--- config.mk ---
export PLATFORM = sky130hd
export DESIGN_NAME = ssms_ctrl
export DESIGN_NICKNAME = d
export VERILOG_FILES = /design/src/design/ssms_pkg.sv /design/src/design/ssms_ctrl.sv
export SDC_FILE = /design/constraint.sdc
export NUM_CORES = 1
export LEC_CHECK = 0
export BUFFER_PORTS_ARGS = -buffer_cell sky130_fd_sc_hd__buf_2
export CAP_MARGIN = 20
export CORE_ASPECT_RATIO = 0.5
export CORE_MARGIN = 5
export CORE_UTILIZATION = 45
export CTS_BUF_LIST = sky130_fd_sc_hd__clkbuf_2
export CTS_CLUSTER_SIZE = 16
export DETAILED_ROUTE_END_ITERATION = 12
export GPL_TIMING_DRIVEN = 0
export PLACE_DENSITY_LB_ADDON = 0.2
export SETUP_SLACK_MARGIN = 0.3
export SYNTH_ARGS = -nofsm -noshare
export SYNTH_HDL_FRONTEND = slang
export SYNTH_SLANG_ARGS = --single-unit
--- constraint.sdc ---
create_clock -name aclk -period 3.02 [get_ports aclk]
set_input_delay 0.604 -clock aclk [delete_from_list [all_inputs] [get_ports aclk]]
set_output_delay 0.604 -clock aclk [all_outputs]
set_load 0.03 [all_outputs]
--- src/design/ssms_pkg.sv ---
// shared types, constants and command structs for the sorted sparse matrix store
package ssms_pkg;
    localparam int TABLE_DEPTH = 64;
    localparam int INDEX_BITS = 10;
    localparam int ADDR_BITS = $clog2(TABLE_DEPTH);
    localparam int COUNT_BITS = $clog2(TABLE_DEPTH + 1);
    localparam int KEY_BITS = 11;
    localparam int ENTRY_BITS = 2 * INDEX_BITS + 64 + 16;

    localparam logic [1:0] OP_SET = 2'd0;
    localparam logic [1:0] OP_GET = 2'd1;
    localparam logic [1:0] OP_CLEAR = 2'd2;
    localparam logic [1:0] OP_COUNT = 2'd3;

    localparam logic [1:0] ST_OK = 2'd0;
    localparam logic [1:0] ST_ABSENT = 2'd1;
    localparam logic [1:0] ST_RANGE = 2'd2;
    localparam logic [1:0] ST_FULL = 2'd3;

    typedef struct packed {
        logic [1:0] op;
        logic signed [KEY_BITS-1:0] row_index;
        logic signed [KEY_BITS-1:0] col_index;
        logic [63:0] elem_value;
        logic signed [15:0] tag_value;
    } item_t;

    typedef struct packed {
        logic [1:0] status;
        logic [63:0] found_value;
        logic signed [15:0] found_tag;
        logic [6:0] entry_count;
    } result_t;

    // controller to datapath
    typedef struct packed {
        logic load_item;     // capture input item, reset walk pointer
        logic rd_en;         // read entry at rd_addr
        logic [ADDR_BITS-1:0] rd_addr;
        logic wr_en;
        logic wr_key;        // write item key/value (else shift word)
        logic [ADDR_BITS-1:0] wr_addr;
        logic count_inc;
        logic clear_all;
        logic bump_largest;
        logic [1:0] res_status;
        logic res_hit;
        logic res_load;
    } cmd_t;

    // datapath to controller
    typedef struct packed {
        logic [1:0] op;
        logic set_bad;
        logic get_range;
        logic ahead;         // read entry orders ahead of key
        logic key_equal;     // exact coordinate match for set
        logic get_match;     // wildcard-aware match for get
        logic [COUNT_BITS-1:0] count;
    } stat_t;
endpackage

--- src/design/ssms_ctrl.sv ---
// controller: walk, shift and response sequencing
module ssms_ctrl (
    input  logic             aclk,
    input  logic             aresetn,
    input  logic             in_valid,
    output logic             in_ready,
    output logic             out_valid,
    input  logic             out_ready,
    input  ssms_pkg::stat_t  stat,
    output ssms_pkg::cmd_t   cmd
);
    import ssms_pkg::*;

    localparam logic [2:0] S_IDLE = 3'd0;
    localparam logic [2:0] S_DECODE = 3'd1;
    localparam logic [2:0] S_WALK = 3'd2;
    localparam logic [2:0] S_CHECK = 3'd3;
    localparam logic [2:0] S_SHIFT = 3'd4;
    localparam logic [2:0] S_OUT = 3'd5;

    logic [2:0] state_reg, state_next;
    logic [COUNT_BITS-1:0] ptr_reg, ptr_next;
    logic [COUNT_BITS-1:0] sh_reg, sh_next;

    assign in_ready = (state_reg == S_IDLE);
    assign out_valid = (state_reg == S_OUT);

    always_comb begin
        state_next = state_reg;
        ptr_next = ptr_reg;
        sh_next = sh_reg;
        cmd = '0;
        cmd.rd_addr = ptr_reg[ADDR_BITS-1:0];
        case (state_reg)
            S_IDLE: begin
                if (in_valid) begin
                    cmd.load_item = 1'b1;
                    ptr_next = '0;
                    state_next = S_DECODE;
                end
            end
            S_DECODE: begin
                cmd.rd_addr = '0;
                cmd.res_load = 1'b1;
                cmd.res_status = ST_OK;
                case (stat.op)
                    OP_CLEAR: begin
                        cmd.clear_all = 1'b1;
                        state_next = S_OUT;
                    end
                    OP_COUNT: state_next = S_OUT;
                    OP_SET: begin
                        if (stat.set_bad) begin
                            cmd.res_status = ST_RANGE;
                            state_next = S_OUT;
                        end else begin
                            cmd.res_load = 1'b0;
                            state_next = S_WALK;
                        end
                    end
                    default: begin
                        if (stat.get_range) begin
                            cmd.res_status = ST_RANGE;
                            state_next = S_OUT;
                        end else begin
                            cmd.res_load = 1'b0;
                            state_next = S_WALK;
                        end
                    end
                endcase
            end
            S_WALK: begin
                // read entry ptr, evaluated next cycle
                state_next = S_CHECK;
            end
            S_CHECK: begin
                if (ptr_reg < stat.count && stat.ahead) begin
                    ptr_next = ptr_reg + 1'b1;
                    state_next = S_WALK;
                end else if (stat.op == OP_GET) begin
                    cmd.res_load = 1'b1;
                    if (ptr_reg < stat.count && stat.get_match) begin
                        cmd.res_hit = 1'b1;
                        cmd.res_status = ST_OK;
                    end else begin
                        cmd.res_status = ST_ABSENT;
                    end
                    state_next = S_OUT;
                end else if (ptr_reg < stat.count && stat.key_equal) begin
                    cmd.wr_en = 1'b1;
                    cmd.wr_key = 1'b1;
                    cmd.wr_addr = ptr_reg[ADDR_BITS-1:0];
                    cmd.bump_largest = 1'b1;
                    cmd.res_load = 1'b1;
                    cmd.res_status = ST_OK;
                    state_next = S_OUT;
                end else if (stat.count >= COUNT_BITS'(TABLE_DEPTH)) begin
                    cmd.res_load = 1'b1;
                    cmd.res_status = ST_FULL;
                    state_next = S_OUT;
                end else begin
                    sh_next = stat.count;
                    cmd.rd_addr = ADDR_BITS'(stat.count - 1'b1);
                    state_next = S_SHIFT;
                end
            end
            S_SHIFT: begin
                // rd_data holds entry sh-1; move it up, then fetch the next one
                if (sh_reg > ptr_reg) begin
                    cmd.wr_en = 1'b1;
                    cmd.wr_addr = sh_reg[ADDR_BITS-1:0];
                    cmd.rd_addr = ADDR_BITS'(sh_reg - 2'd2);
                    sh_next = sh_reg - 1'b1;
                end else begin
                    cmd.wr_en = 1'b1;
                    cmd.wr_key = 1'b1;
                    cmd.wr_addr = ptr_reg[ADDR_BITS-1:0];
                    cmd.count_inc = 1'b1;
                    cmd.bump_largest = 1'b1;
                    cmd.res_load = 1'b1;
                    cmd.res_status = ST_OK;
                    state_next = S_OUT;
                end
            end
            S_OUT: begin
                if (out_ready) state_next = S_IDLE;
            end
            default: state_next = S_IDLE;
        endcase
    end

    always_ff @(posedge aclk) begin
        if (!aresetn) begin
            state_reg <= S_IDLE;
            ptr_reg <= '0;
            sh_reg <= '0;
        end else begin
            state_reg <= state_next;
            ptr_reg <= ptr_next;
            sh_reg <= sh_next;
        end
    end
endmodule
==> results.json <==
{
  "synth_edf_count": 0,
  "fp.dieH_um": 55.4,
  "worst_ep_required_time_ns": 2.42,
  "overflow": 0,
  "clock_latency_ns": 0.38,
  "cts_buffer_depth": 2,
  "num_vias": 2437,
  "ir_worst_vdd_v": 0.000230,
  "synthSimpleGateAreaFrac": 0.238,
  "cts_hold_buf": 0,
  "coreArea_um2": 3940,
  "end_kind": "output pin",
  "multiInputGateArea_um2": 1940,
  "drive_gt1_frac": 0.521,
  "hold_slack_ns": 0.465,
  "path_class": "reg -> out",
  "netlist_instances": 248,
  "placed_cell_area_um2": 2470,
  "power.density_nw_per_um2": 300,
  "wl_per_cell_um": 20.5,
  "r2r_cells": 14,
  "outcome": "complete, but fails checks",
  "yosys.area.top_type_share": 0.184,
  "async_flop_share": 0,
  "synth_top_cell_by_area": "dfxtp_1",
  "gp_congestion": 0.901,
  "cts_sinks": 17,
  "fmax_mhz": 316,
  "tightest_slew_ns": 0.790,
  "synth-xor-area-share": 0.0331,
  "synth_compound_area_frac": 0.322,
  "min-delay-path-class": "in -> reg",
  "final_area_um2": 3270,
  "rsz0062_at_grt": "yes",
  "die_w_um": 101,
  "hold_depth": 3,
  "synth_area_leaders": "dfxtp_1 18%, ha_1 13%, nand2_1 5.3%",
  "cp.arrival_ns": 2.56,
  "clk_pin_slew_ns": 0.23,
  "synthFlopType": "dfxtp_1",
  "startpoint_type": "register",
  "cts_max_level": 1,
  "grt_pass1_wl_um": 11200,
  "nets": 366,
  "synth_top_family_by_area": "compound AO/OA/AOI/OAI gates",
  "cts_tree": "done",
  "place_inst": 343,
  "setup_slack_ns": -0.143,
  "antenna_found_initial": 0,
  "mostFrequentLayoutCell": "buf_4",
  "syn_area_um2": 1850,
  "layout_common_cells": "29 x buf_4, 27 x buf_6, 21 x buf_2",
  "die_area_um2": 5580,
  "drc_errors": 0,
  "p_leak_uw": 0.00128,
  "start_util": 0.470,
  "area_growth_pct": 76.5,
  "grt.total_usage": 0.249,
  "ys_ff_latch": 17,
  "hpwlAfterDp_um": 4840,
  "synth_fa_ha_area_frac": 0.128,
  "port_buffers": 41,
  "slew_viol_final": 0,
  "finalHoldViolCount": 0,
  "power_uw": 982,
  "setup_violations": 14,
  "fin_skew_ns": 0.0112,
  "ctsRootBufferMaster": "clkbuf_2",
  "ys_types": 64,
  "row_count": 16,
  "seqCellArea_um2": 369,
  "fin_crit_ns": 3.16,
  "slew_headroom": 0.471,
  "grt_max_degree": 11,
  "crit_fanout": 5,
  "wirelength_um": 7830,
  "ant_nets": 0,
  "drtIter0Drc": 275,
  "synth.area.mux_share": 0.0115,
  "final_cells": 382,
  "io_pins": 43,
  "fin_crit_sh": 1.05,
  "diodes": 0,
  "syn_area_per_cell_um2": 7.47,
  "cap_violations": 0,
  "yosysSeqAreaShare": 0.184,
  "yosysWarnings": 0,
  "vias_per_cell": 6.38,
  "n_fill_cell": 205,
  "cts_made_buffers": 3,
  "dpl_worst_slack_ns": -0.277,
  "violations": "setup timing",
  "firstDrtPassIters": 5,
  "syn-num-nets": 285,
  "grt_pass1_vias": 2225
}
==> path summary, 6_finish.rpt <==
check,start,end,slack [ns]
worst max-delay path,ptr_reg[2]$_SDFFE_PN0P_,cmd[16],-0.14
worst min-delay path,in_valid,state_reg[2]$_SDFFE_PN0P_,0.47
worst max register to register,ptr_reg[2]$_SDFFE_PN0P_,sh_reg[6]$_SDFFE_PN0P_,0.44
worst min register to register,sh_reg[0]$_SDFFE_PN0P_,sh_reg[0]$_SDFFE_PN0P_,0.56
==> Yosys cell counts (4+ instances only) <==
| library cell | number |
|---|---|
| o31ai_1 | 4 |
| nand2b_1 | 6 |
| ha_1 | 19 |
| o21ai_0 | 8 |
| clkbuf_1 | 4 |
| o21ai_1 | 5 |
| xnor2_1 | 5 |
| nand2_1 | 26 |
| buf_2 | 4 |
| a22o_1 | 6 |
| o221ai_1 | 6 |
| nand3_1 | 7 |
| inv_1 | 20 |
| a21oi_1 | 19 |
| dfxtp_1 | 17 |
| nor2_1 | 16 |
==> worst max-delay path, cell delays in order, from the launching register on <==
cell      delay [ns]
dfxtp_2         0.39
buf_6           0.12
inv_4           0.04
ha_4            0.25
a21oi_4         0.16
a21boi_4        0.07
o31a_1          0.28
nand2b_4        0.16
inv_4           0.09
buf_8           0.10
nor2_4          0.03
buf_12          0.15
o221ai_4        0.18
buf_6           0.16
==> through the flow <==
step | util | TNS [ns]
2_1_floorplan | - | 0
3_3_place_gp | 0.626 | -2.57
3_5_place_dp | 0.626 | -2.80
4_1_cts | 0.764 | -0.877
5_1_grt | 0.829 | -3.16
6_report | 0.829 | -1.73
==> routing by layer <==
metal	wire length [um]	part of all wire	track usage	vias up
li1	-	-	-	1084
met1	3080	0.39	0.335	1128
met2	3510	0.45	0.399	174
met3	883	0.11	0.0540	51
met4	357	0.046	0.0653	0
met5	0	0	0	-
==> power breakdown <==
part | switching, uW | leakage (uW) | internal, uW
sequential | 18.4 | 0.000145 | 234
combinational | 331 | 0.00112 | 266
clock | 103 | 0.0000164 | 29.9
==> cells by family (layout without fill, tap and decap cells) <==
| logic type | Yosys count | in the layout |
|---|---|---|
| buffers and inverters | 34 | 114 |
| adder cells (fa/ha/maj) | 19 | 19 |
| other | 1 | 1 |
| multiplexers | 2 | 2 |
| AND/OR/NAND/NOR | 85 | 85 |
| flip-flops | 17 | 17 |
| AO/OA/AOI/OAI | 83 | 83 |
| XOR/XNOR | 7 | 7 |
==> repair_timing <==
item	in CTS	in global routing
setup buffers	22	13
resized for setup	80	34
setup endpoints to repair	19	20
pin swaps	26	24
==> cell type report <==
cell class,count,share of cell area
buffer,12,0.0272
clock buffer,3,0.00459
clock inverter,1,0.00153
inverter,22,0.0352
multi-input combinational,197,0.594
sequential,17,0.113
tap,54,0.0207
timing repair buffer,76,0.204
No activity file was read; power rests on OpenSTA's default activity.
